[src/rtl/core/rsh_pkg.sv]
// ----------------------------------------------------------------------------
// rsh_pkg
// Shared constants for the replay slot hash unit.
// ----------------------------------------------------------------------------
package rsh_pkg;

    localparam int unsigned MAC_W    = 48;
    localparam int unsigned NONCE_W  = 32;
    localparam int unsigned HASH_W   = 32;
    localparam int unsigned SLOT_W   = 16;
    localparam int unsigned MAC_BYTES = 6;

    localparam logic [HASH_W-1:0] FNV_BASIS = 32'd2166136261;
    localparam logic [HASH_W-1:0] FNV_PRIME = 32'd16777619;
    localparam logic [HASH_W-1:0] FIB_MULT  = 32'h9E3779B1;
    localparam int unsigned       FOLD_SHIFT = 16;

    localparam logic [SLOT_W-1:0] SLOT_TOTAL_RST = 16'd64;
    localparam int unsigned       QUEUE_DEPTH_DEF = 4;

endpackage

[src/rtl/core/rsh_hash_front.sv]
// ----------------------------------------------------------------------------
// rsh_hash_front
// Seven-stage multiply pipeline: FNV-1a over the address bytes, nonce fold,
// Fibonacci multiply and shift-xor. One multiplier per stage.
// ----------------------------------------------------------------------------
module rsh_hash_front (
    input  logic                          i_clk,
    input  logic                          i_rst_n,
    input  logic                          i_valid,
    output logic                          o_stall,
    input  logic [rsh_pkg::MAC_W-1:0]     i_mac_address,
    input  logic [rsh_pkg::NONCE_W-1:0]   i_nonce_value,
    input  logic                          i_q_ready,
    output logic                          o_push,
    output logic [rsh_pkg::HASH_W-1:0]    o_hash
);
    import rsh_pkg::*;

    localparam int unsigned NSTG = MAC_BYTES + 1;

    logic [NSTG-1:0]   r_v;
    logic [HASH_W-1:0] r_h     [NSTG];
    logic [MAC_W-1:0]  r_mac   [NSTG];
    logic [NONCE_W-1:0] r_nonce [NSTG];
    logic              en;
    logic [HASH_W-1:0] hx;

    assign en      = !r_v[NSTG-1] || i_q_ready;
    assign o_stall = !en;
    assign o_push  = r_v[NSTG-1] && i_q_ready;
    assign hx      = r_h[NSTG-1];
    assign o_hash  = hx ^ (hx >> FOLD_SHIFT);

    always_ff @(posedge i_clk) begin
        if (!i_rst_n) begin
            r_v <= '0;
        end else if (en) begin
            r_v <= {r_v[NSTG-2:0], i_valid};
        end
    end

    always_ff @(posedge i_clk) begin
        if (en) begin
            r_mac[0]   <= i_mac_address;
            r_nonce[0] <= i_nonce_value;
            r_h[0]     <= (FNV_BASIS ^ {24'd0, i_mac_address[MAC_W-1 -: 8]}) * FNV_PRIME;
            for (int s = 1; s < MAC_BYTES; s++) begin
                r_mac[s]   <= r_mac[s-1];
                r_nonce[s] <= r_nonce[s-1];
                r_h[s]     <= (r_h[s-1] ^ {24'd0, r_mac[s-1][8*(MAC_BYTES-1-s) +: 8]})
                              * FNV_PRIME;
            end
            r_mac[NSTG-1]   <= r_mac[NSTG-2];
            r_nonce[NSTG-1] <= r_nonce[NSTG-2];
            r_h[NSTG-1]     <= (r_h[NSTG-2] ^ r_nonce[NSTG-2]) * FIB_MULT;
        end
    end

endmodule

[config.mk]
export PLATFORM = sky130hd
export DESIGN_NAME = rsh_hash_front
export DESIGN_NICKNAME = d
export VERILOG_FILES = /design/src/rtl/core/rsh_pkg.sv /design/src/rtl/core/rsh_hash_front.sv
export SDC_FILE = /design/constraint.sdc
export NUM_CORES = 2
export LEC_CHECK = 0
export BUFFER_PORTS_ARGS = -buffer_cell sky130_fd_sc_hd__buf_2
export CAP_MARGIN = 20
export CORE_MARGIN = 5
export CORE_UTILIZATION = 51
export DETAILED_ROUTE_END_ITERATION = 6
export PLACE_DENSITY_LB_ADDON = 0.2
export REMOVE_ABC_BUFFERS = 1
export SLEW_MARGIN = 20
export SYNTH_ARGS = -nofsm -noshare
export SYNTH_HDL_FRONTEND = slang
export SYNTH_SLANG_ARGS = --single-unit
[constraint.sdc]
create_clock -name i_clk -period 62.9 [get_ports i_clk]
set_input_delay 9.435 -clock i_clk [delete_from_list [all_inputs] [get_ports i_clk]]
set_output_delay 9.435 -clock i_clk [all_outputs]
set_load 0.005 [all_outputs]
== After elaboration in Yosys (flattened, before gate mapping) ==
Memory sizes are Yosys's and may differ from the RTL's.
Index checks and enable logic that the tools add are counted.
Operators by class
  $mul: 7
  bitwise gates (word level): 8
  reduce and logical (&&, ||, !) cells: 4
  muxes and demuxes: 2
Operators by type and width (number)
  $mul A32 B25 Y32 const B: 6
  $xor A32 B8 Y32: 5
  $mul A32 B32 Y32 const B: 1
  $xor A32 B16 Y32: 1
  $xor A32 B32 Y32: 1
  $not A4 Y14: 1
  $logic_not A1 Y1: 2
  $mux W1: 2
  $logic_and A1 B1 Y1: 1
  $logic_or A1 B1 Y1: 1
Word-level totals
  input bits: 84
  output and inout port bits: 34
  memories: 3
  bits in writable memories: 784
  flip-flop bits (word level): 7
  word-level logic and storage cells: 25
Memories
  r_mac: words 7, width 48, read ports 6, clocked after Yosys merged registers in 0, wr ports 7, line rsh_hash_front.sv:23  | logic [MAC_W-1:0] r_mac [NSTG];
  r_h: words 7, width 32, read ports 7, clocked after Yosys merged registers in 0, wr ports 7, line rsh_hash_front.sv:22  | logic [HASH_W-1:0] r_h [NSTG];
  r_nonce: words 7, width 32, read ports 6, clocked after Yosys merged registers in 0, wr ports 7, line rsh_hash_front.sv:24  | logic [NONCE_W-1:0] r_nonce [NSTG];

== Longest topological paths before layout ==
  depth after elaboration: 4
  gate-level depth with buffers: 28
  depth with buffers taken out: 28

== Worst setup path before layout ==
No wires, ideal clock.
  path kind: input -> output
  start point: input port i_q_ready
  end point: output port o_stall
  stages on the path: 3
  path buffers: 1
  arrival time: 28.268 ns
  required time: 53.465 ns
  setup slack: 25.197 ns
  path through: nand2b_1 clkbuf_1 clkinv_1
Between the ends
  longest elaborated chain between the ends: 2
RTL lines
  start, declared: line rsh_hash_front.sv:13  | input logic i_q_ready,
  $logic_or A1 B1 Y1: line rsh_hash_front.sv:28  | assign en = !r_v[NSTG-1] || i_q_ready;
  $logic_not A1 Y1: line rsh_hash_front.sv:29  | assign o_stall = !en;
  end, declared: line rsh_hash_front.sv:10  | output logic o_stall,
Every way passes these cells.

== Worst setup path in the final report ==
Ends and elaborated chain as after synthesis.

==> reports/metrics.cfg <==
[cts]
cts_resized=0
cts_buffer_depth=3
htreeDepth=3
clk_latency_ns=0.65
clockRootBuffer=clkbuf_16
clock-sinks=540
post_cts_buffers=0
clk_pin_slew_ns=0.06
cts_buffers=66
cts_tree=built
cts-hold-fix-buffers=0

[setup_path]
r2r_start=r_nonce[5][5]$_DFFE_PN_
reg2reg_depth=28
endpoint_kind=primary output
regToRegEndpoint=r_h[6][31]$_DFFE_PN_
worstPathArrival_ns=10.42
crit_path_start=i_q_ready
rrSetupSlack_ns=54.98
cp-start-kind=input port
cp_max_fo=25
crit_required_ns=53.47
critPathKind=input port to primary output
crit_end=o_stall

[sta]
maxSlewHeadroom_pct=21.0
finalSetupViolations=0
hold_viol=0
setup_tns_ns=0
rsz0062_at_grt=no
period_share_pct=31.6
drv_slew=0
skew_ns=0.0396
fmax_mhz=50.4
finalCriticalPeriod_ns=19.86
worst_slew_pin_slew_ns=1.18

[detailed_routing]
drtIter0Drc=1247
firstDrtPassIters=5
via_per_inst=5.00
vias=32700
drt_wl_total_mm=106
antenna_left=0
drt-wirelength-per-cell_um=16.3
drc=0

[min_path]
hp-class=register to register
min_from=r_nonce[4][29]$_DFFE_PN_

[global_route]
antenna_found_initial=8
grt_pass1_wl_mm=176
grt_max_degree=177
globalRouteOverflowTotal=0
grt_usage_pct=19.0
grt_pass1_vias=34100

[cells_and_area]
layout-drive-gt1-share_pct=5.48
area_delta_synth_final_pct=8.33
nets=6933
final_util_pct=55.7
fillerInstances=9270

[yosys]
syn_avg_cell_area_sq_um=11.4
synth-seq-cells=540
synth_edf_count=533
ys_async_sr_fraction_pct=0
synth-main-ff-cell=edfxtp_1
ys_types=80
synthCells=4886
netlist_area_sq_um=55900
yosysSeqAreaShare_pct=28.9
yosysWarnings=0

[floorplan]
pin_count=118
dieArea_sq_um=116000
initial_core_util_pct=51.4
core_area_sq_um=109000
die_w_um=341
fp.dieH_um=341
num_rows=121

[flow_run]
drv_cap=0

[place]
dpl.hpwl_mm=88.1
port_buffers=117
gp_congestion=0.865

[run_status]
outcome=finished, final reports clean

==> sequential cells by signal, indices dropped and copies added, names as in the netlist <==
| signal | flops |
|---|---|
| r_v | 7 |
| r_h | 221 |
| r_mac | 120 |
| r_nonce | 192 |
==> critical path, cell delays in order <==
cell and delay (ns):
buf_2 0.09, nand2b_4 0.35, clkinv_1 0.31, buf_2 0.21
==> synthesized netlist by cell type, types with 10 or more instances <==
cell      number  area, sq um
a31oi_1       18          113
nand2_1       64          240
a21boi_0      10         75.1
a21oi_1      144          721
a21o_1        66          495
nor2_1        86          323
o21bai_1      27          203
nand3_1       28          140
o21ai_0       60          300
fa_1         568        11400
xor2_1       137         1200
edfxtp_1     533        16000
xnor2_1      234         2050
a211oi_1      11         82.6
ha_1        1202        15000
o21ai_1       10         50.1
nand2b_1      15         93.8
nor2b_1       17          106
or3_1         10         62.6
o21a_1        22          165
and2_1        14         87.6
and3_1        19          119
buf_4         16          120
inv_1       1390         5220
nor3_1        37          185
==> layer usage <==
metal | share of wire [%] | vias up | track usage [%]
met4 | 2.3 | 2 | 4.59
met1 | 48 | 15900 | 26.8
li1 | - | 16300 | -
met3 | 4.0 | 126 | 2.65
met2 | 46 | 414 | 31.3
met5 | 0.013 | - | 0
==> through the flow <==
stage / worst slack, ns / cells / cell area [sq um] / hold WS [ns]
after floorplan: 27.56 / 4866 / 55800 / 0.400
after global placement: 43.07 / 6425 / 58400 / 0.400
after detailed placement: 43.04 / 6425 / 58400 / 0.405
after CTS: 43.04 / 6544 / 60600 / 0.408
after global routing: 42.93 / 6544 / 60600 / 0.414
final: 43.04 / 6545 / 60600 / 0.405
==> cells by family (layout without fill, tap and decap cells) <==
logic type	count (synthesis)	count (layout)	synth area share [%]
xor+xnor	377	377	6.02
buf+inv	1414	1658	9.60
mux	4	4	0.0716
flops	540	540	28.9
other cells	1	2	0.00671
compound gates	449	449	5.26
simple gates	330	330	2.93
fa+ha+maj	1771	1771	47.2
==> worst min-delay path by stage <==
| stage | end | slack, ns | cells past startpoint |
|---|---|---|---|
| floorplan | r_mac[1][0]$_DFFE_PN_ | 0.40 | 0 |
| global route | r_nonce[4][25]$_DFFE_PN_ | 0.41 | 0 |
| detailed placement | r_mac[1][17]$_DFFE_PN_ | 0.40 | 0 |
| CTS | r_nonce[4][27]$_DFFE_PN_ | 0.41 | 0 |
| finish | r_nonce[5][29]$_DFFE_PN_ | 0.40 | 0 |
| global placement | r_nonce[5][25]$_DFFE_PN_ | 0.40 | 0 |
==> cell type report <==
type / instances / area (sq um) / area share [%]
Multi-Input combinational cell: 2932 / 34400 / 56.9
Sequential cell: 540 / 16100 / 26.7
Inverter: 1394 / 5230 / 8.64
Tap cell: 1414 / 1770 / 2.92
Clock buffer: 78 / 1740 / 2.87
Timing Repair Buffer: 145 / 808 / 1.33
Clock inverter: 41 / 437 / 0.721
Antenna cell: 1 / 2.50 / 0.00413
==> layout by cell type, fill, tap and decap left out, drive strengths merged, types with 6 or more instances in the layout <==
master / instances
a211oi: 11
a21boi: 10
a21o: 68
a21oi: 144
a31o: 6
a31oi: 19
and2: 14
and3: 19
and4: 6
buf: 145
bufinv: 6
clkbuf: 78
clkinv: 21
dfxtp: 7
edfxtp: 533
fa: 568
ha: 1202
inv: 1403
nand2: 64
nand2b: 15
nand3: 28
nand4: 9
nor2: 87
nor2b: 18
nor3: 37
nor4: 7
o211ai: 9
o21a: 22
o21ai: 71
o21bai: 27
or2: 8
or3: 10
xnor2: 238
xor2: 138
Power is not shown: default switching activity piles up to over one toggle a cycle in this logic, so the estimate is an artifact.
