==> src/rtl/core/rsh_pkg.sv <==
// ----------------------------------------------------------------------------
// rsh_pkg
// Shared constants for the replay slot hash unit.
// ----------------------------------------------------------------------------
package rsh_pkg;

    localparam int unsigned MAC_W    = 48;
    localparam int unsigned NONCE_W  = 32;
    localparam int unsigned HASH_W   = 32;
    localparam int unsigned SLOT_W   = 16;
    localparam int unsigned MAC_BYTES = 6;

    localparam logic [HASH_W-1:0] FNV_BASIS = 32'd2166136261;
    localparam logic [HASH_W-1:0] FNV_PRIME = 32'd16777619;
    localparam logic [HASH_W-1:0] FIB_MULT  = 32'h9E3779B1;
    localparam int unsigned       FOLD_SHIFT = 16;

    localparam logic [SLOT_W-1:0] SLOT_TOTAL_RST = 16'd64;
    localparam int unsigned       QUEUE_DEPTH_DEF = 4;

endpackage

==> src/rtl/core/rsh_mod_back.sv <==
// ----------------------------------------------------------------------------
// rsh_mod_back
// Pipelined restoring remainder, one dividend bit per stage; the last stage
// is the output register.
// ----------------------------------------------------------------------------
module rsh_mod_back (
    input  logic                        i_clk,
    input  logic                        i_rst_n,
    input  logic [rsh_pkg::SLOT_W-1:0]  i_slot_total,
    input  logic                        i_nonempty,
    input  logic [rsh_pkg::HASH_W-1:0]  i_hash,
    output logic                        o_pop,
    output logic                        o_valid,
    input  logic                        i_stall,
    output logic [rsh_pkg::SLOT_W-1:0]  o_slot_index
);
    import rsh_pkg::*;

    localparam int unsigned NSTG = HASH_W;

    logic [NSTG-1:0]   r_v;
    logic [SLOT_W-1:0] r_rem [NSTG];
    logic [HASH_W-1:0] r_dvd [NSTG];
    logic              en;

    function automatic logic [SLOT_W-1:0] rem_step(input logic [SLOT_W-1:0] rem,
                                                   input logic bit_in,
                                                   input logic [SLOT_W-1:0] div);
        logic [SLOT_W:0] t;
        t = {rem, bit_in};
        if (t >= {1'b0, div}) begin
            t = t - {1'b0, div};
        end
        return t[SLOT_W-1:0];
    endfunction

    assign en           = !r_v[NSTG-1] || !i_stall;
    assign o_pop        = en;
    assign o_valid      = r_v[NSTG-1];
    assign o_slot_index = (i_slot_total == '0) ? '0 : r_rem[NSTG-1];

    always_ff @(posedge i_clk) begin
        if (!i_rst_n) begin
            r_v <= '0;
        end else if (en) begin
            r_v <= {r_v[NSTG-2:0], i_nonempty};
        end
    end

    // for a nonzero divisor held steady, the remainder stays below it, so 16 bits hold it
    always_ff @(posedge i_clk) begin
        if (en) begin
            r_dvd[0] <= {i_hash[HASH_W-2:0], 1'b0};
            r_rem[0] <= rem_step('0, i_hash[HASH_W-1], i_slot_total);
            for (int s = 1; s < NSTG; s++) begin
                r_dvd[s] <= {r_dvd[s-1][HASH_W-2:0], 1'b0};
                r_rem[s] <= rem_step(r_rem[s-1], r_dvd[s-1][HASH_W-1], i_slot_total);
            end
        end
    end

endmodule

==> config.mk <==
export PLATFORM = sky130hd
export DESIGN_NAME = rsh_mod_back
export DESIGN_NICKNAME = d
export VERILOG_FILES = /design/src/rtl/core/rsh_pkg.sv /design/src/rtl/core/rsh_mod_back.sv
export SDC_FILE = /design/constraint.sdc
export NUM_CORES = 2
export LEC_CHECK = 0
export BUFFER_PORTS_ARGS = -buffer_cell sky130_fd_sc_hd__buf_2
export CAP_MARGIN = 20
export CORE_MARGIN = 1
export CORE_UTILIZATION = 50
export CTS_CLUSTER_SIZE = 14
export DETAILED_ROUTE_END_ITERATION = 7
export GPL_TIMING_DRIVEN = 1
export PLACE_DENSITY = 0.68
export SYNTH_ARGS = -nofsm -noshare
export SYNTH_HDL_FRONTEND = slang
export SYNTH_SLANG_ARGS = --single-unit
==> constraint.sdc <==
create_clock -name i_clk -period 34.5 [get_ports i_clk]
set_input_delay 3.45 -clock i_clk [delete_from_list [all_inputs] [get_ports i_clk]]
set_output_delay 3.45 -clock i_clk [all_outputs]
set_load 0.1 [all_outputs]
; After elaboration in Yosys (flattened, before gate mapping)
; Memory sizes are Yosys's and may differ from the RTL's.
; Index checks and enable logic that the tools add are counted.
; W data, S select, Z words.
[totals]
reg_bits = 32
mem_bits_rw = 1504
input_bits = 52
output_inout_bits = 18
elab_cells = 138
memories = 2
[mem_list]
columns = name, depth, word_bits, read_ports, rd_ports_with_merged_regs, wr, line
row1 = r_dvd, 32, 31, 31, 0, 32, rsh_mod_back.sv:23  ; logic [HASH_W-1:0] r_dvd [NSTG];
row2 = r_rem, 32, 16, 32, 0, 32, rsh_mod_back.sv:22  ; logic [SLOT_W-1:0] r_rem [NSTG];
[classes]
n_addsub = 32
magnitude_cmp = 32
muxes = 67
n_reduce_logical = 4
[op_table]
columns = cell, n
row1 = $mux W16, 65
row2 = $ge A17 B16 Y1, 31
row3 = $sub A16 B16 Y16, 31
row4 = $ge A1 B16 Y1, 1
row5 = $logic_not A16 Y1, 1
row6 = $sub A1 B16 Y16, 1
row7 = $logic_not A1 Y1, 2
row8 = $mux W1, 2
row9 = $logic_or A1 B1 Y1, 1

; Longest topological paths before layout
[logic_depth]
ltp_word = 4
depth_mapped = 13
mapped_depth_nobuf = 13

; Worst setup path before layout
; Ideal clock, no wire load.
[synth_path]
path_type = input -> output
from = in i_stall
to = out o_pop
t_arrival_ns = 31.918
required_time_ns = 31.050
setup_slack_ns = -0.868
stages = 4
path_buffers = 2
cell_sequence = and2_1 clkbuf_1 inv_1 clkbuf_1
[synth_via]
elab_chain_cells = 2
[synth_rtl]
columns = item, line
row1 = start: declaration, rsh_mod_back.sv:14  ; input logic i_stall,
row2 = $logic_not A1 Y1, rsh_mod_back.sv:37  ; assign en = !r_v[NSTG-1] || !i_stall;
row3 = $logic_or A1 B1 Y1, rsh_mod_back.sv:37
row4 = end: declaration, rsh_mod_back.sv:12  ; output logic o_pop,
; No other way between the ends.

; Worst setup path in the final report
[layout_path]
from = in i_slot_total[12] (netlist bit)
to = out o_slot_index[10] (netlist bit)
[layout_via]
elab_chain_cells = 2
[layout_rtl]
columns = item, line
row1 = start: declaration, rsh_mod_back.sv:9  ; input logic [rsh_pkg::SLOT_W-1:0] i_slot_total,
row2 = $logic_not A16 Y1, rsh_mod_back.sv:40  ; assign o_slot_index = (i_slot_total == '0) ? '0 : r_rem[NSTG-1];
row3 = $mux W16, rsh_mod_back.sv:40
row4 = end: declaration, rsh_mod_back.sv:15  ; output logic [rsh_pkg::SLOT_W-1:0] o_slot_index
; No other way between the ends.

==> run_summary.xml <==
<?xml version="1.0" encoding="UTF-8"?>
<metrics>
  <group name="finish">
    <metric name="area_delta_synth_final" unit="%">10.7</metric>
    <metric name="drive_above_1_share" unit="">0.128</metric>
    <metric name="n_fill_cell" unit="">9681</metric>
    <metric name="final_cell_area" unit="mm^2">0.0650</metric>
    <metric name="antenna_cells" unit="">0</metric>
    <metric name="finalNetCount" unit="">5614</metric>
  </group>
  <group name="clocking">
    <metric name="cts_tree" unit="">done</metric>
    <metric name="clock-root-buffer" unit="">sky130_fd_sc_hd__clkbuf_16</metric>
    <metric name="cts_inserted_buffers" unit="">112</metric>
    <metric name="postCtsSetupBuffers" unit="">0</metric>
    <metric name="cts.sink_count" unit="">1040</metric>
    <metric name="cts_hold_repair.buffers" unit="">0</metric>
    <metric name="post_cts_resize_count" unit="">0</metric>
    <metric name="cts_max_level" unit="">3</metric>
    <metric name="worst_skew_pair.late_latency" unit="ns">0.73</metric>
    <metric name="clk_pin_slew" unit="ns">0.06</metric>
    <metric name="clk_path_buf_depth" unit="">3</metric>
  </group>
  <group name="worst_setup_path">
    <metric name="critical_path.max_fanout" unit="">16</metric>
    <metric name="start_kind" unit="">input pin</metric>
    <metric name="worst_path_largest_cell_delay" unit="ns">0.30</metric>
    <metric name="cp_cell_sequence" unit="">buf_2, nor4_1, nand3_1, nor4_2, buf_4, nor3b_2, buf_4, nor2b_1, buf_2</metric>
    <metric name="critical_path_class" unit="">in -&gt; out</metric>
    <metric name="timing.critical_path.max_delay_family" unit="">simple AND/OR/NAND/NOR gates</metric>
    <metric name="cp-end-kind" unit="">output pin</metric>
    <metric name="critical_path_buf_inv_count" unit="">4</metric>
    <metric name="crit_slowest_cell" unit="">sky130_fd_sc_hd__nor4_1</metric>
    <metric name="worstPathRequired" unit="ns">31.05</metric>
    <metric name="critPathArrivalTime" unit="ns">5.28</metric>
  </group>
  <group name="synthesis">
    <metric name="synth_common_cells" unit="">sky130_fd_sc_hd__edfxtp_1, sky130_fd_sc_hd__ha_1, sky130_fd_sc_hd__a21oi_1</metric>
    <metric name="yosys.area.top_type" unit="">sky130_fd_sc_hd__edfxtp_1</metric>
    <metric name="synth.yosys.warnings" unit="">0</metric>
    <metric name="most_frequent_cell_after_synthesis" unit="">sky130_fd_sc_hd__edfxtp_1</metric>
    <metric name="synth_sequential_area_ratio" unit="">0.526</metric>
    <metric name="yosys.cell_types.count" unit="">84</metric>
    <metric name="synth_area_leaders" unit="">sky130_fd_sc_hd__edfxtp_1, sky130_fd_sc_hd__ha_1, sky130_fd_sc_hd__mux2_2, sky130_fd_sc_hd__xnor2_1, sky130_fd_sc_hd__a21oi_1</metric>
    <metric name="ys_dominant_reg_cell" unit="">sky130_fd_sc_hd__edfxtp_1</metric>
    <metric name="synthesis.area" unit="mm^2">0.0587</metric>
    <metric name="synth_top_family_by_area" unit="">compound AO/OA/AOI/OAI gates</metric>
    <metric name="async_reset_ff_frac" unit="">0</metric>
    <metric name="synth_cells" unit="">4871</metric>
    <metric name="postSynthNetCount" unit="">5452</metric>
    <metric name="post_synth.cell_area_avg" unit="um^2">12.1</metric>
    <metric name="synth_top_area_share" unit="">0.515</metric>
    <metric name="synth_compound_gate_area_share" unit="">0.135</metric>
    <metric name="synth_seq_cells" unit="">1040</metric>
    <metric name="synth-simple-area-share" unit="">0.0923</metric>
    <metric name="synthXorXnorAreaFrac" unit="">0.0547</metric>
    <metric name="muxShareOfSynthArea" unit="">0.0585</metric>
    <metric name="yosys.area_share.adder" unit="">0.117</metric>
    <metric name="number_of_synthesized_flops_with_an_enable_pin" unit="">1008</metric>
  </group>
  <group name="power">
    <metric name="total_leakage_power" unit="nW">26.4</metric>
    <metric name="ir_drop" unit="V">0.0000689</metric>
    <metric name="total_power_per_unit_cell_area" unit="mW/mm^2">84.2</metric>
  </group>
  <group name="run">
    <metric name="total_of_max_cap_violations" unit="">0</metric>
  </group>
  <group name="timing">
    <metric name="timing.fmax" unit="MHz">115</metric>
    <metric name="setup_viol" unit="">0</metric>
    <metric name="final_max_slew_viol_count" unit="">0</metric>
    <metric name="hold_viol_final" unit="">0</metric>
    <metric name="slew_headroom" unit="">0.310</metric>
    <metric name="rsz_0062_raised_after_global_routing" unit="">no</metric>
    <metric name="skew" unit="ns">0.0704</metric>
    <metric name="finalCriticalPeriod" unit="ns">8.73</metric>
    <metric name="tightestPinTransition" unit="ns">1.04</metric>
    <metric name="layout_worst_path_cycle_share" unit="">0.253</metric>
    <metric name="setup_total_negative_slack" unit="ns">0</metric>
  </group>
  <group name="drt">
    <metric name="num_vias" unit="">38300</metric>
    <metric name="wl_per_cell" unit="um">18.7</metric>
    <metric name="drt_wl_total" unit="um">125000</metric>
    <metric name="drc" unit="">0</metric>
    <metric name="detailedRoute.firstPassIterationCount" unit="">5</metric>
    <metric name="initialDrtViolationCount" unit="">2571</metric>
    <metric name="detail-route-antenna-nets" unit="">0</metric>
    <metric name="drt-vias-per-instance" unit="">5.75</metric>
  </group>
  <group name="floorplan">
    <metric name="dieArea" unit="mm^2">0.119</metric>
    <metric name="num_io_pins" unit="">70</metric>
    <metric name="floorplan.initialDensity" unit="">0.505</metric>
    <metric name="coreArea" unit="mm^2">0.116</metric>
    <metric name="rows" unit="">125</metric>
    <metric name="dieWidth" unit="um">345</metric>
    <metric name="die_h" unit="um">345</metric>
  </group>
  <group name="global_route">
    <metric name="overflow" unit="">0</metric>
    <metric name="maximum_number_of_pins_on_one_net_before_global_route_repair" unit="">182</metric>
    <metric name="global_route_usage_over_all_layers" unit="">0.210</metric>
    <metric name="grt_antenna_before_repair" unit="">2</metric>
    <metric name="grt_pass1_wl" unit="um">197000</metric>
    <metric name="grt_pass1_vias" unit="">37100</metric>
  </group>
  <group name="place">
    <metric name="post-dp-hpwl" unit="um">83800</metric>
    <metric name="place_area" unit="mm^2">0.0611</metric>
    <metric name="port-buffer-count" unit="">69</metric>
    <metric name="globalplace.congestion" unit="">0.871</metric>
  </group>
  <group name="min_path">
    <metric name="hold_class" unit="">reg -&gt; reg</metric>
  </group>
  <group name="status">
    <metric name="run_status" unit="">completed</metric>
  </group>
</metrics>
-- metal layers --
layer  GRT usage  up-vias  wire (um)
li1            -    18900          -
met1       0.266    18300      53500
met2       0.362      822      60700
met3      0.0272      266       5420
met4      0.0876        0       4960
met5           0        -          0
-- report_power, final --
group,internal (mW),switching (mW)
clock,0.701,0.513
combinational,1.05,1.24
sequential,1.79,0.177
-- area by class of cell --
class | count | area, um^2 | share of cell area
clock buffer | 135 | 2930 | 0.0451
clock inverter | 74 | 856 | 0.0132
inverter | 175 | 667 | 0.0103
multi-input combinational | 3579 | 26900 | 0.414
sequential | 1040 | 30900 | 0.476
tap | 1524 | 1910 | 0.0293
timing repair buffer | 125 | 835 | 0.0128
-- stage by stage --
stage               instances  power, mW  hold slack, ns  utilization  setup slack, ns
floorplan                4871       3.74           0.400            -            14.19
global placement         6437       4.21           0.400        0.525            25.79
global route             6652       5.84           0.361        0.559            25.62
detailed placement       6438       4.25           0.405        0.526            25.73
finish                   6652       5.47           0.366        0.559            25.77
CTS                      6647       5.49           0.360        0.558            25.73
-- cell families after synthesis --
| family | count (synthesis) |
|---|---|
| compound gates | 1246 |
| simple gates | 1129 |
| flops | 1040 |
| fa+ha+maj | 529 |
| xor+xnor | 367 |
| mux | 308 |
| buf+inv | 252 |
-- final timing paths --
path / from / endpoint / slack (ns) / cells past startpoint
worst max-delay path: i_slot_total[12] / o_slot_index[10] / 25.77 / 9
worst min-delay path: r_dvd[1][244]$_DFFE_PP_ / r_dvd[1][276]$_DFFE_PP_ / 0.37 / 0
worst max register to register: r_v[31]$_SDFFE_PN0P_ / r_rem[1][240]$_DFFE_PP_ / 30.10 / 6
worst min register to register: r_dvd[1][244]$_DFFE_PP_ / r_dvd[1][276]$_DFFE_PP_ / 0.37 / 0
-- registers in the layout, summed over array words and instances, names as in the netlist --
| signal | flops |
|---|---|
| r_dvd | 496 |
| r_rem | 512 |
| r_v | 32 |
-- layout by cell type, fill, tap and decap left out, types with 18 or more instances in the layout --
cell type	netlist	routed
sky130_fd_sc_hd__mux2_2	279	279
sky130_fd_sc_hd__a21boi_0	47	47
sky130_fd_sc_hd__and3_1	24	24
sky130_fd_sc_hd__o21bai_1	51	51
sky130_fd_sc_hd__clkinv_2	0	27
sky130_fd_sc_hd__a21oi_1	370	367
sky130_fd_sc_hd__edfxtp_1	1008	1008
sky130_fd_sc_hd__nand3_1	67	67
sky130_fd_sc_hd__or3_1	24	24
sky130_fd_sc_hd__or2_2	21	21
sky130_fd_sc_hd__nor3_1	78	78
sky130_fd_sc_hd__clkbuf_16	0	113
sky130_fd_sc_hd__buf_2	12	69
sky130_fd_sc_hd__o21ai_0	287	286
sky130_fd_sc_hd__o21a_1	64	64
sky130_fd_sc_hd__nand2b_1	67	67
sky130_fd_sc_hd__nand4_1	74	74
sky130_fd_sc_hd__a21o_1	152	152
sky130_fd_sc_hd__o21ai_1	17	18
sky130_fd_sc_hd__nor2_1	280	280
sky130_fd_sc_hd__fa_1	31	31
sky130_fd_sc_hd__ha_1	498	498
sky130_fd_sc_hd__and2_1	18	18
sky130_fd_sc_hd__xor2_1	151	151
sky130_fd_sc_hd__mux2i_1	27	27
sky130_fd_sc_hd__a211oi_1	39	39
sky130_fd_sc_hd__buf_4	4	50
sky130_fd_sc_hd__nor2b_1	87	87
sky130_fd_sc_hd__dfxtp_1	32	32
sky130_fd_sc_hd__o31ai_1	36	36
sky130_fd_sc_hd__nand2_1	331	331
sky130_fd_sc_hd__xnor2_1	216	216
sky130_fd_sc_hd__o31a_1	18	18
sky130_fd_sc_hd__nor4_1	23	21
sky130_fd_sc_hd__clkbuf_1	55	20
sky130_fd_sc_hd__a31oi_1	28	26
sky130_fd_sc_hd__inv_1	172	158
(Power assumes the default switching activity.)
