## src/rtl/core/rsh_pkg.sv

```systemverilog
// ----------------------------------------------------------------------------
// rsh_pkg
// Shared constants for the replay slot hash unit.
// ----------------------------------------------------------------------------
package rsh_pkg;

    localparam int unsigned MAC_W    = 48;
    localparam int unsigned NONCE_W  = 32;
    localparam int unsigned HASH_W   = 32;
    localparam int unsigned SLOT_W   = 16;
    localparam int unsigned MAC_BYTES = 6;

    localparam logic [HASH_W-1:0] FNV_BASIS = 32'd2166136261;
    localparam logic [HASH_W-1:0] FNV_PRIME = 32'd16777619;
    localparam logic [HASH_W-1:0] FIB_MULT  = 32'h9E3779B1;
    localparam int unsigned       FOLD_SHIFT = 16;

    localparam logic [SLOT_W-1:0] SLOT_TOTAL_RST = 16'd64;
    localparam int unsigned       QUEUE_DEPTH_DEF = 4;

endpackage

```

## src/rtl/core/rsh_queue.sv

```systemverilog
// ----------------------------------------------------------------------------
// rsh_queue
// Small FIFO of mixed hashes between the hash front and the modulo back.
// ----------------------------------------------------------------------------
module rsh_queue #(
    parameter int unsigned DEPTH = rsh_pkg::QUEUE_DEPTH_DEF
) (
    input  logic                        i_clk,
    input  logic                        i_rst_n,
    input  logic                        i_push,
    input  logic [rsh_pkg::HASH_W-1:0]  i_data,
    output logic                        o_ready,
    input  logic                        i_pop,
    output logic                        o_nonempty,
    output logic [rsh_pkg::HASH_W-1:0]  o_data
);
    import rsh_pkg::*;

    localparam int unsigned PW = (DEPTH > 1) ? $clog2(DEPTH) : 1;
    localparam int unsigned CW = $clog2(DEPTH + 1);
    localparam logic [PW-1:0] LAST = PW'(DEPTH - 1);

    logic [HASH_W-1:0] r_mem [DEPTH];
    logic [PW-1:0]     r_wp, r_rp;
    logic [CW-1:0]     r_cnt;
    logic              do_pop;

    assign o_ready    = r_cnt != CW'(DEPTH);
    assign o_nonempty = r_cnt != '0;
    assign o_data     = r_mem[r_rp];
    assign do_pop     = i_pop && o_nonempty;

    always_ff @(posedge i_clk) begin
        if (!i_rst_n) begin
            r_wp  <= '0;
            r_rp  <= '0;
            r_cnt <= '0;
        end else begin
            if (i_push) begin
                r_wp <= (r_wp == LAST) ? '0 : r_wp + 1'b1;
            end
            if (do_pop) begin
                r_rp <= (r_rp == LAST) ? '0 : r_rp + 1'b1;
            end
            if (i_push && !do_pop) begin
                r_cnt <= r_cnt + 1'b1;
            end else if (do_pop && !i_push) begin
                r_cnt <= r_cnt - 1'b1;
            end
        end
    end

    always_ff @(posedge i_clk) begin
        if (i_push) begin
            r_mem[r_wp] <= i_data;
        end
    end

endmodule

```

## config.mk

```make
export PLATFORM = sky130hd
export DESIGN_NAME = rsh_queue
export DESIGN_NICKNAME = d
export VERILOG_FILES = /design/src/rtl/core/rsh_pkg.sv /design/src/rtl/core/rsh_queue.sv
export SDC_FILE = /design/constraint.sdc
export NUM_CORES = 1
export LEC_CHECK = 0
export BUFFER_PORTS_ARGS = -buffer_cell sky130_fd_sc_hd__buf_4
export CORE_UTILIZATION = 50
export CTS_CLUSTER_DIAMETER = 80
export DETAILED_ROUTE_END_ITERATION = 10
export GPL_ROUTABILITY_DRIVEN = 0
export GPL_TIMING_DRIVEN = 0
export PLACE_DENSITY = 0.74
export SETUP_SLACK_MARGIN = 0.02
export SYNTH_ARGS = -nofsm -noshare
export SYNTH_HDL_FRONTEND = slang
export SYNTH_SLANG_ARGS = --single-unit
```

## constraint.sdc

```tcl
create_clock -name i_clk -period 1.9 [get_ports i_clk]
set_input_delay 0.19 -clock i_clk [delete_from_list [all_inputs] [get_ports i_clk]]
set_output_delay 0.19 -clock i_clk [all_outputs]
set_load 0.01 [all_outputs]
```

Word-level counts from Yosys, hierarchy flattened --
Memory sizes are Yosys's and may differ from the RTL's. A register that Yosys moved wholly into a read port is not among the register bits. Cells that the tools add are included.
Storage, ports and cells: flip-flop bits (word level) 7, RAM bits 128, input bits 36, output and inout bits 34, word-level logic and storage cells 26, memories 1
Cells by class: $add $sub $neg 4, equal/unequal tests 3, mux-type cells 8, reductions and logical operators 7
Memories:
- r_mem | depth 4, bits a word 32, read ports 1, clocked after Yosys merged registers in 1, wr ports 1, RTL line rsh_queue.sv:23 | logic [HASH_W-1:0] r_mem [DEPTH];
Operators with widths (count):
- two-way mux 2 bit | 4
- two-way mux 3 bit | 2
- adder 2 x 1 -> 2 bit, second input constant | 2
- equality test 2 bit, second input constant | 2
- adder 3 x 1 -> 3 bit, second input constant | 1
- logical AND 1 bit | 3
- != test 3 bit, second input constant | 1
- nonzero test 3 bit | 1
- subtractor 3 x 1 -> 3 bit, second input constant | 1
- logical NOT 1 bit | 2
- two-way mux 1 bit | 2
- nonzero test 2 bit | 1

Logic depth before layout (Yosys ltp) --
Gate-level depths: netlist of run 1.
word-level depth 5, mapped depth 7, gate-level depth less buffers 7

Worst setup path before layout of run 1 --
No wires, ideal clock.
path type register -> register, from register r_cnt[0], to register r_cnt[2], setup time 0.076 ns, data arrival time 2.023 ns, data required time 1.824 ns, slack -0.199 ns, cell stages (with the launch flop) 8, buffers on the path 0, period minus slack after synthesis 2.099 ns, cells stage by stage dfxtp_1 -> o31ai_1 -> ha_1 -> inv_1 -> fa_1 -> xor2_1 -> or3_1 -> a21boi_0
On the way: longest elaborated chain between the ends 5, elaborated cells on any way between the ends 10, those cells by class add/sub (2); mux (2); reduce/logical (6)
Ends and longest elaborated chain:
- start, declared | RTL line rsh_queue.sv:25 | logic [CW-1:0] r_cnt;
- start signal, assigned | RTL line rsh_queue.sv:46 | r_cnt <= r_cnt + 1'b1;
- start signal, assigned | RTL line rsh_queue.sv:48 | r_cnt <= r_cnt - 1'b1;
- parallel branches: the longest is 5 deep, another holds subtractor 3 x 1 -> 3 bit
Parallel ways; which one is timed is not known. The select of a mux whose other input is x is not followed. A chain may end at the register's enable or synchronous reset.

==> metrics.md, run 1 <==
| Metric | Value |
|---|---|
| Result of the run | finished with violations |
| Failing checks | setup timing |
| Sum Neg Setup Slack | -2.40 ns |
| Length of routed met2 wiring | 4410 µm |
| Routed via count divided by cell count | 5.16 |
| Iteration count of the initial detailed-routing pass | 4 |
| Minimum clock period after layout | 2.00 ns |
| DRC marker count from the first detailed-route iteration | 80 |
| Share of the clock period used by the worst path after layout | 105% |
| Uppermost routed layer | met4 |
| Gate Count Post-Synth | 214 |
| Tot Pwr | 8.86 mW |
| Post-synthesis compound-gate area fraction | 0.587% |
| Worst hold-check path type | in -> reg |
| TritonCTS buffer count | 17 |
| Core Area | 9860 µm² |
| Unrepaired setup endpoints after global routing | yes |
| ANT nets after route | 0 |
| Number of global-route vias before repair | 2622 |
| Worst-margin pin slew | 0.900 ns |
| Total length of routed met3 wires | 276 µm |
| Number of antenna diodes | 0 |
| Count of cell types in the netlist | 22 |
| CTS H-tree depth | 4 |
| Yosys warning total | 0 |
| Final hold slack | 0.112 ns |
| Sequential area share after synthesis | 78.6% |
| Worst supply voltage drop on vdd | 0.622 mV |
| Number of DRC violations after detailed routing | 0 |
| Remaining max-slew budget at the tightest pin | 40.0% |
| Dominant combinational cell family by area after synthesis | multiplexers |
| WP data arrival | 1.81 ns |
| Post-Route Utilization | 70.7% |
| Kind of launch point of the worst setup path | register |
| Final critical-path setup slack | -0.0987 ns |
| Power share of the clock group | 34.0% |
| # Max-Cap Violations | 0 |
| GRT overflow | 0 |
| Data required time at the worst endpoint | 1.71 ns |
| Number of top-level pins | 70 |
| Cells after DPL | 416 |
| Pins Over Slew Limit | 0 |
| NetSw | 2.12 mW |
| Peak Freq | 500 MHz |
| CTS tree | built |
| Seq cells post-synth | 137 |
| Die Wd | 103 µm |
| Routed wire length per instance | 17.9 µm |
| Switching share of total power | 24.0% |
| Maximum number of pins on one net before global-route repair | 33 |
| Multiplexer share of the synthesized area | 14.8% |
| Kind of end point of the critical path | output pin |
| Non-filler cells, final | 490 |
| Syn avg cell area | 23.9 µm² |
| Post-placement cell area | 5830 µm² |
| Cell at the root of the clock tree | clkbuf_8 |
| Clock transition at the register clock pins on the worst setup and hold paths after CTS | 0.06 ns |
| Largest driver fanout on the critical path | 8 |
| Cell Area, Synth | 5120 µm² |
| Die ar. | 10600 µm² |
| Die Y-Extent | 103 µm |
| Critical Setup Path Class | reg -> out |
| Total power density per cell area | 1270 nW/µm² |
| Xor and xnor area share after synthesis | 0.342% |
| Cell Int Power | 6.74 mW |
| Initial Util | 51.9% |
| Wire length of the first global-routing pass | 13200 µm |
| Number of buffer cells added on primary ports | 69 |
| Count of clock tree sinks | 137 |
| Post-place setup slack | -0.0656 ns |
| Hold Vio Cnt, Final | 0 |
| Part of the power in registers | 40.4% |
| Post-synthesis adder-cell area fraction | 1.86% |
| Antenna violations before repair | 0 |
| Relative area change from synthesis to final layout | 36.2% |
| Detailed Route WL | 8750 µm |
| Setup skew after layout | 0.00692 ns |
| Post-detail-place hpwl | 4820 µm |
| Total Routing Usage GR | 17.9% |
| # setup viols final | 32 |
| Syn Nets | 257 |
| Length of routed wiring on met1 | 3960 µm |
| Vias | 2528 |
| Combinational share of power | 25.7% |
| Layout Nets | 388 |
| Final cell area excluding filler cells | 6970 µm² |
| Post-Synth Simple-Gate Area | 1.86% |
| Static Leak | 2.45 nW |
| Largest buffer count on any clock path | 2 |
| Clk Latency, worst-skew pair | 0.51 ns |
| Fraction of final layout cells with drive strength greater than 1 | 44.3% |
| Row count | 36 |
==> Yosys cell counts (all sizes together) <==
cell | n | area [µm²]
a21boi | 1 | 7.51
and2 | 5 | 31.3
buf | 7 | 86.3
dfxtp | 9 | 180
edfxtp | 128 | 3840
fa | 1 | 20.0
ha | 6 | 75.1
inv | 3 | 11.3
mux2i | 3 | 30.0
mux4 | 32 | 728
nand2 | 3 | 11.3
nand3 | 2 | 10.0
nor2 | 3 | 11.3
nor2b | 3 | 18.8
o21ai | 3 | 15.0
o31ai | 1 | 7.51
or3 | 2 | 12.5
xnor2 | 1 | 8.76
xor2 | 1 | 8.76
==> state kept, by name, summed over array words and instances, names as in the netlist, named ones only <==
register / count
r_rp: 2
r_mem: 128
r_cnt: 3
r_wp: 2
==> what timing repair did <==
action	CTS	global route
gates cloned	0	3
pin swaps	3	1
hold buffers	34	0
hold endpoints to repair	137	0
resized for setup	36	7
setup buffers	5	1
endpoints found under the setup margin	33	33
==> metal layers <==
metal | vias to the layer above | global-route usage [%]
met1 | 1306 | 23.0
met4 | 0 | 7.69
met5 | - | 0
met2 | 56 | 28.6
met3 | 12 | 5.29
li1 | 1154 | -
==> worst max-delay path, cell delays in order, from the launching register on <==
cell and delay [ns]:
dfxtp_2 0.34, buf_12 0.15, clkbuf_16 0.16, mux4_2 0.51, buf_6 0.14
==> cell type report <==
class,count,area (µm²)
repair buffers,112,1100
well taps,133,166
fillers,592,2890
flip-flops and latches,137,4030
plain buffers,7,103
inverters,3,11.3
clock inverters,14,134
multi-input cells,67,1010
clock buffers,17,414
==> final timing paths <==
| kind | from | to | slack [ns] | cells after the start |
|---|---|---|---|---|
| hold / removal | i_pop | register | 0.11 | 4 |
| hold reg to reg | r_rp[0]$_SDFFE_PN0P_ | register | 0.53 | 2 |
| setup / recovery | register | o_data[31] | -0.1 | 4 |
| setup reg to reg | r_cnt[0]$_SDFFE_PN0P_ | r_cnt[2]$_SDFFE_PN0P_ | 0.04 | 7 |
==> power by group through the flow <==
stage / logic [mW] / clock network [mW] / registers (mW)
4_1_cts: 2.14 / 3.07 / 3.58
3_5_place_dp: 1.81 / 0 / 3.64
3_3_place_gp: 1.79 / 0 / 3.63
5_1_grt: 2.46 / 3.19 / 3.60
6_report: 2.27 / 3.01 / 3.58
2_1_floorplan: 1.14 / 0 / 3.62
==> logic make-up (layout without fill, tap and decap cells) <==
family,Yosys count,after routing
muxes,35,35
DFF,137,137
buffers and inverters,10,153
and+or+nand+nor,18,18
AOI/OAI and AO/OA,5,5
adders and majority gates,7,7
xor gates and xnor gates,2,2
==> layout by cell type (no fill, tap or decap), types with 3 or more instances in the layout <==
| cell type | n |
|---|---|
| edfxtp_1 | 128 |
| buf_4 | 43 |
| dlygate4sd3_1 | 34 |
| mux4_2 | 32 |
| buf_6 | 32 |
| clkbuf_16 | 19 |
| ha_1 | 5 |
| dfxtp_1 | 5 |
| clkinv_2 | 5 |
| buf_12 | 4 |
| and2_2 | 4 |
| clkbuf_4 | 3 |
| nor2_1 | 3 |
| nand2_1 | 3 |
| mux2i_1 | 3 |
| nor2b_1 | 3 |
| o21ai_0 | 3 |
| dfxtp_2 | 3 |
| clkinv_4 | 3 |
Power figures use the tool's default switching activity.
==> run 2, diff against run 1 <==
--- a/config.mk
+++ b/config.mk
@@ -5,13 +5,14 @@
 export SDC_FILE = /design/constraint.sdc
 export NUM_CORES = 1
 export LEC_CHECK = 0
+export ABC_AREA = 1
 export BUFFER_PORTS_ARGS = -buffer_cell sky130_fd_sc_hd__buf_4
 export CORE_UTILIZATION = 50
 export CTS_CLUSTER_DIAMETER = 80
 export DETAILED_ROUTE_END_ITERATION = 10
 export GPL_ROUTABILITY_DRIVEN = 0
 export GPL_TIMING_DRIVEN = 0
-export PLACE_DENSITY = 0.74
+export PLACE_DENSITY = 0.73
 export SETUP_SLACK_MARGIN = 0.02
 export SYNTH_ARGS = -nofsm -noshare
 export SYNTH_HDL_FRONTEND = slang
==> metrics.md, run 2 <==
| Metric | Value |
|---|---|
| Post-place setup slack | -0.218 ns (-0.152 ns) |
| Static Leak | 2.56 nW (+4.7%) |
| Count of cell types in the netlist | 22 (unchanged) |
| Worst hold-check path type | in -> reg |
| Met2 Resource Use GR | 35.9% (+7.3 points) |
| ANT nets after route | 0 (unchanged) |
| Sum Neg Setup Slack | 0 ns (+2.40 ns) |
| Iteration count of the initial detailed-routing pass | 4 (unchanged) |
| Final critical-path setup slack | 0.0443 ns (+0.143 ns) |
| Total Routing Usage GR | 21.2% (+3.3 points) |
| Maximum number of pins on one net before global-route repair | 33 (unchanged) |
| Library cell with the largest summed area after synthesis | edfxtp_1 |
| Minimum clock period after layout | 1.86 ns (-0.143 ns) |
| Fraction of final layout cells with drive strength greater than 1 | 27.6% (-17 points) |
| Top cells by instance count after synthesis | edfxtp_1 (128), nor2_1 (74), o21ai_0 (38) |
| Pins Over Slew Limit | 0 (unchanged) |
| Met1 Use GR | 25.3% (+2.3 points) |
| Sequential area share after synthesis | 76.6% (-2.0 points) |
| Combinational share of power | 29.2% (+3.5 points) |
| Peak Freq | 539 MHz (+7.7%) |
| Initial Util | 51.3% (-0.54 points) |
| Max FFs per register | 128 (unchanged) |
| Number of antenna diodes | 0 (unchanged) |
| Most prevalent standard cell on the critical path | buf_6 |
| Hold Vio Cnt, Final | 0 (unchanged) |
| Number of DRC violations after detailed routing | 0 (unchanged) |
| Most common library cell in the layout ignoring fill and taps | edfxtp_1 |
| Cell Int Power | 6.57 mW (-2.5%) |
| Number of buffer cells added on primary ports | 69 (unchanged) |
| Setup fix buffers added after clock tree synthesis | 0 (-5) |
| Largest incremental delay on the critical path | 0.33 ns (-0.18 ns) |
| Crit-path leading delay family | buffers and inverters |
| Number of enable-type register cells in the synthesized netlist | 128 (unchanged) |
| Core Area | 10200 µm² (+3.7%) |
| Peak-usage layer in the global routing report | met2 |
| Top-count cell post-synth | edfxtp_1 |
| Leading register cell type out of synthesis | edfxtp_1 |
| Yosys warning total | 0 (unchanged) |
| Area fraction of the dominant cell type after synthesis | 73.2% (-1.9 points) |
| GRT overflow | 0 (unchanged) |
| # Max-Cap Violations | 0 (unchanged) |
| Data required time at the worst endpoint | 1.71 ns (about the same) |
| Routed via count divided by cell count | 5.21 (+0.94%) |
| Most flops, register | r_mem |
| Commonest cells after routing, fill and taps aside | edfxtp_1 (128), buf_4 (75), nor2_1 (73) |
| CTS H-tree depth | 4 (unchanged) |
| Clk Latency, worst-skew pair | 0.52 ns (about the same) |
| Cell-by-cell trace of the critical path | buf_6 -> inv_8 -> buf_6 -> nor2_1 -> o22ai_2 -> buf_4 |
| Unrepaired setup endpoints after global routing | yes |
| Area of the multi-input gates | 1070 µm² (+5.9%) |
| Relative area change from synthesis to final layout | 32.3% |
| Cell at the root of the clock tree | clkbuf_8 |
| Power share of the clock group | 32.3% (-1.7 points) |
| Crit path max-delay cell type | dfxtp_2 |
| Met3 usage | 5.95% (+0.66 points) |
| Cell Area, Synth | 5250 µm² (+2.6%) |
| Count of clock tree sinks | 137 (unchanged) |
| Largest driver fanout on the critical path | 10 (+2) |
| Sequential standard cell area | 4030 µm² (about the same) |
| Critical Setup Path Class | reg -> out |
| Filler Cell Count | 719 (+21%) |
| Worst supply voltage drop on vdd | 0.760 mV (+22%) |
| Die Wd | 104 µm (+1.3%) |
| Clock transition at the register clock pins on the worst setup and hold paths after CTS | 0.06 ns (about the same) |
| Gate Count Post-Synth | 373 (+74%) |
| Die Y-Extent | 104 µm (+1.3%) |
| Vias | 3364 (+33%) |
| DRC marker count from the first detailed-route iteration | 162 (+100%) |
| Share of synthesized flip-flops with an asynchronous set or reset | 0% (unchanged) |
| Syn Nets | 416 (+62%) |
| Number of global-route vias before repair | 3384 (+29%) |
| Tot Pwr | 9.33 mW (+5.2%) |
| Layout Nets | 541 (+39%) |
| Row count | 37 (+2.8%) |
| Part of the power in registers | 38.5% (-1.9 points) |
| TritonCTS buffer count | 17 (unchanged) |
| Die ar. | 10900 µm² (+2.6%) |
| Total power density per cell area | 1340 nW/µm² (+5.6%) |
| Wire length of the first global-routing pass | 16900 µm (+28%) |
| Post-detail-place hpwl | 6000 µm (+24%) |
| CTS tree | built |
| Kind of launch point of the worst setup path | register |
| Number of top-level pins | 70 (unchanged) |
| Seq cells post-synth | 137 (unchanged) |
| Antenna violations before repair | 0 (unchanged) |
| Registers with the highest flip-flop counts | r_mem x128, r_cnt x3 |
| Detailed Route WL | 10900 µm (+25%) |
| Routed wire length per instance | 16.9 µm (-5.2%) |
| Largest buffer count on any clock path | 2 (unchanged) |
| WP data arrival | 1.67 ns (-0.14 ns) |
| Worst-margin pin slew | 0.823 ns (-0.0766 ns) |
| Buffers & Inverters on Critical Path | 4 (+1) |
| Remaining max-slew budget at the tightest pin | 45.1% (+5.0 points) |
| Share of the clock period used by the worst path after layout | 97.7% (-7.5 points) |
| Switching share of total power | 29.5% (+5.6 points) |
| Synth area leaders | edfxtp_1 (73%), nor2_1 (5.3%), o22ai_1 (3.8%) |
| Setup skew after layout | 0.00993 ns (+0.00301 ns) |
| # setup viols final | 0 (-100%) |
| NetSw | 2.76 mW (+30%) |
| Syn avg cell area | 14.1 µm² (-41%) |
| Kind of end point of the critical path | output pin |
| Result of the run | finished clean |
| Post-Route Utilization | 67.9% (-2.8 points) |
-- run 2: cell type report --
cell class	count	area share, %
sequential	137	58.0
multi-input combinational	201	15.4
timing repair buffer	104	12.4
clock buffer	19	6.07
buffer	19	2.50
tap	136	2.45
clock inverter	12	1.84
inverter	16	1.08
timing repair inverter	2	0.216
-- run 2: what timing repair did --
item,4_1_cts,5_1_grt
hold buffers,34,0
gates cloned,3,0
pin swaps,3,6
gates resized for setup,13,17
setup endpoints to repair,84,21
hold endpoints to repair,137,0
-- run 2: worst paths after layout --
kind         slack [ns]  depth (start not counted)                  from               endpoint
max                0.04                          6              register             o_data[23]
min                0.02                          3                i_push   r_wp[1]$_SDFFE_PN0P_
max reg2reg        0.15                          4  r_wp[0]$_SDFFE_PN0P_  r_mem[2][4]$_DFFE_PP_
min reg2reg        0.53                          2  r_rp[1]$_SDFFE_PN0P_               register
-- run 2: cell families (layout without fill, tap and decap cells) --
family          count (synthesis)  count (layout)  share of synthesized area (%)
compound gates                101             101                           10.4
xor+xnor                        1               1                          0.167
buf+inv                        35             172                           4.29
flops                         137             137                           76.6
simple gates                   92              92                           6.74
fa+ha+maj                       7               7                           1.81
-- run 2: per-stage QoR --
| step | instances | instance area, µm² | hold WS [ns] |
|---|---|---|---|
| after floorplan | 373 | 5250 | 0.289 |
| after global placement | 578 | 5940 | 0.389 |
| after detailed placement | 578 | 5940 | 0.392 |
| after CTS | 646 | 6890 | 0.000482 |
| after global routing | 646 | 6950 | 0.0385 |
| final | 646 | 6950 | 0.0240 |
-- run 2: power by group through the flow --
stage,sequential (mW),combinational (mW),clock (mW)
after floorplan,3.62,1.45,0
after global placement,3.63,2.49,0
after detailed placement,3.64,2.54,0
after CTS,3.58,2.67,3.06
after global routing,3.60,2.96,3.18
final,3.59,2.73,3.01
-- run 2: worst min-delay path: stages --
cell,delay [ns]
buf_4,0.13
inv_1,0.10
a21oi_1,0.08
-- run 2: layer usage --
layer	vias to the layer above	part of all wire (%)
met1	1618	40
met3	9	6.2
li1	1628	-
met4	0	0.97
met5	-	0
met2	109	53
==> run 3, diff against run 2 <==
--- a/config.mk
+++ b/config.mk
@@ -7,12 +7,12 @@
 export LEC_CHECK = 0
 export ABC_AREA = 1
 export BUFFER_PORTS_ARGS = -buffer_cell sky130_fd_sc_hd__buf_4
-export CORE_UTILIZATION = 50
+export CORE_UTILIZATION = 51
 export CTS_CLUSTER_DIAMETER = 80
 export DETAILED_ROUTE_END_ITERATION = 10
 export GPL_ROUTABILITY_DRIVEN = 0
 export GPL_TIMING_DRIVEN = 0
-export PLACE_DENSITY = 0.73
+export PLACE_DENSITY = 0.75
 export SETUP_SLACK_MARGIN = 0.02
 export SYNTH_ARGS = -nofsm -noshare
 export SYNTH_HDL_FRONTEND = slang
==> metrics.md, run 3 (same netlist as run 2, synthesis figures left out) <==
| Metric | Value |
|---|---|
| Cell at the root of the clock tree | clkbuf_8 |
| Relative area change from synthesis to final layout | 31.7% |
| Peak-usage layer in the global routing report | met2 |
| Die ar. | 10700 µm² (-1.9%) |
| Routed via count divided by cell count | 5.26 (+1.0%) |
| Kind of end point of the critical path | output pin |
| Setup skew after layout | 0.00811 ns (-0.00183 ns) |
| Cells after DPL | 576 (-0.35%) |
| Fraction of final layout cells with drive strength greater than 1 | 26.4% (-1.2 points) |
| Total Routing Usage GR | 21.4% (+0.19 points) |
| Post-detail-place hpwl | 6210 µm (+3.6%) |
| Die Wd | 103 µm (-0.97%) |
| Initial Util | 53.2% (+1.9 points) |
| Iteration count of the initial detailed-routing pass | 4 (unchanged) |
| Peak Freq | 544 MHz (+0.95%) |
| Total power density per cell area | 1340 nW/µm² (-0.45%) |
| Core Area | 9860 µm² (-3.6%) |
| CTS H-tree depth | 4 (unchanged) |
| Wire length of the first global-routing pass | 16300 µm (-3.7%) |
| Hold Vio Cnt, Final | 0 (unchanged) |
| Worst-margin pin slew | 0.830 ns (+0.00718 ns) |
| Crit-path leading delay family | buffers and inverters |
| Share of the clock period used by the worst path after layout | 96.8% (-0.92 points) |
| TritonCTS buffer count | 17 (unchanged) |
| Met2 Resource Use GR | 36.5% (+0.62 points) |
| Buffers & Inverters on Critical Path | 4 (unchanged) |
| Kind of launch point of the worst setup path | register |
| Row count | 36 (-2.7%) |
| Antenna violations before repair | 0 (unchanged) |
| Most common library cell in the layout ignoring fill and taps | edfxtp_1 |
| Met3 usage | 5.24% (-0.71 points) |
| Tot Pwr | 9.24 mW (-0.86%) |
| Count of clock tree sinks | 137 (unchanged) |
| Most prevalent standard cell on the critical path | buf_6 |
| Commonest cells after routing, fill and taps aside | edfxtp_1 (128), buf_4 (74), nor2_1 (73) |
| Vias | 3388 (+0.71%) |
| Static Leak | 2.57 nW (+0.24%) |
| Remaining max-slew budget at the tightest pin | 44.6% (-0.48 points) |
| # Max-Cap Violations | 0 (unchanged) |
| Result of the run | finished clean |
| Clk Latency, worst-skew pair | 0.52 ns (about the same) |
| Clock transition at the register clock pins on the worst setup and hold paths after CTS | 0.06 ns (about the same) |
| Crit path max-delay cell type | dfxtp_2 |
| CTS tree | built |
| Number of top-level pins | 70 (unchanged) |
| Final cell area excluding filler cells | 6920 µm² (-0.41%) |
| Number of antenna diodes | 0 (unchanged) |
| Final critical-path setup slack | 0.0617 ns (+0.0174 ns) |
| Largest buffer count on any clock path | 2 (unchanged) |
| Number of global-route vias before repair | 3300 (-2.5%) |
| Minimum clock period after layout | 1.84 ns (-0.0174 ns) |
| WP data arrival | 1.65 ns (-0.02 ns) |
| Data required time at the worst endpoint | 1.71 ns (about the same) |
| Non-filler cells, final | 644 (-0.31%) |
| Worst hold-check path type | in -> reg |
| # setup viols final | 0 (unchanged) |
| Registers with the highest flip-flop counts | r_mem x128, r_cnt x3 |
| Most flops, register | r_mem |
| Number of DRC violations after detailed routing | 0 (unchanged) |
| Met1 Use GR | 26.1% (+0.80 points) |
| Cell-by-cell trace of the critical path | buf_6 -> inv_8 -> buf_6 -> nor2_1 -> o22ai_1 -> buf_4 |
| Post-place setup slack | 0.103 ns (+0.321 ns) |
| Largest incremental delay on the critical path | 0.33 ns (about the same) |
| Worst supply voltage drop on vdd | 0.871 mV (+15%) |
| Post-placement cell area | 5960 µm² (+0.40%) |
| Largest driver fanout on the critical path | 10 (unchanged) |
| Number of buffer cells added on primary ports | 69 (unchanged) |
| Max FFs per register | 128 (unchanged) |
| Detailed Route WL | 10900 µm (-0.40%) |
| Layout Nets | 541 (unchanged) |
| Critical Setup Path Class | reg -> out |
| Post-Route Utilization | 70.1% (+2.2 points) |
| Routed wire length per instance | 16.9 µm (about the same) |
| Filler Cell Count | 637 (-11%) |
| Unrepaired setup endpoints after global routing | yes |
| GRT overflow | 0 (unchanged) |
| Maximum number of pins on one net before global-route repair | 33 (unchanged) |
| DRC marker count from the first detailed-route iteration | 155 (-4.3%) |
| Die Y-Extent | 103 µm (-0.97%) |
| Pins Over Slew Limit | 0 (unchanged) |
| ANT nets after route | 0 (unchanged) |
==> run 3: cell types whose count changed in the layout (fill, tap and decap cells not counted), moves of 2 or more <==
cell	previous run	this run
o22ai_1	24	29
o21ai_2	3	1
clkbuf_1	2	0
buf_8	0	2
o22ai_2	8	3
==> run 3: repair_timing <==
item | in CTS | in global routing
cloned | 0 | 1
endpoints found under the setup margin | 16 | 29
pin swaps | 0 | 5
hold buffers | 34 | 0
hold endpoints to repair | 137 | 0
resized for setup | 6 | 13
buffers inserted | 0 | 1
==> run 3: final cells by class <==
class | instances | area [µm²] | area share [%]
Tap cell | 133 | 166 | 2.41
Multi-Input combinational cell | 201 | 1030 | 14.9
Inverter | 16 | 67.6 | 0.977
Timing Repair Buffer | 106 | 898 | 13.0
Clock buffer | 17 | 414 | 5.99
Sequential cell | 137 | 4030 | 58.2
Buffer | 19 | 183 | 2.64
Clock inverter | 15 | 129 | 1.86
==> run 3: worst reg2reg max path, stage by stage (launching register included) <==
cell	delay, ns
dfxtp_1	0.33
inv_1	0.11
ha_1	0.16
nand2_1	0.05
inv_1	0.56
buf_16	0.25
==> run 3: path summary, 6_finish.rpt <==
kind | start | endpoint | slack [ns] | cells past startpoint
worst max-delay path | register | o_data[4] | 0.06 | 6
worst max register to register | r_wp[1]$_SDFFE_PN0P_ | r_mem[1][30]$_DFFE_PP_ | 0.14 | 5
worst min register to register | r_rp[1]$_SDFFE_PN0P_ | r_rp[1]$_SDFFE_PN0P_ | 0.54 | 2
worst min-delay path | i_push | r_wp[1]$_SDFFE_PN0P_ | 0.03 | 3
==> run 3: layer usage <==
metal | up-vias | routed length (µm)
met4 | 0 | 145
li1 | 1626 | -
met5 | - | 0
met3 | 13 | 660
met1 | 1629 | 4420
met2 | 120 | 5670
==> run 3: power by group <==
part / leakage (nW) / internal, mW / switching (mW)
registers: 1.25 / 3.49 / 0.0899
clock network: 0.252 / 1.73 / 1.23
logic: 1.07 / 1.22 / 1.48
total: 2.57 / 6.44 / 2.80
==> run 3: metrics by stage <==
stage | TNS [ns] | hold WS [ns]
2_1_floorplan | 0 | 0.289
3_3_place_gp | -23.54 | 0.389
3_5_place_dp | 0 | 0.392
4_1_cts | -0.00120 | 0.0121
5_1_grt | 0 | 0.0383
6_report | 0 | 0.0289
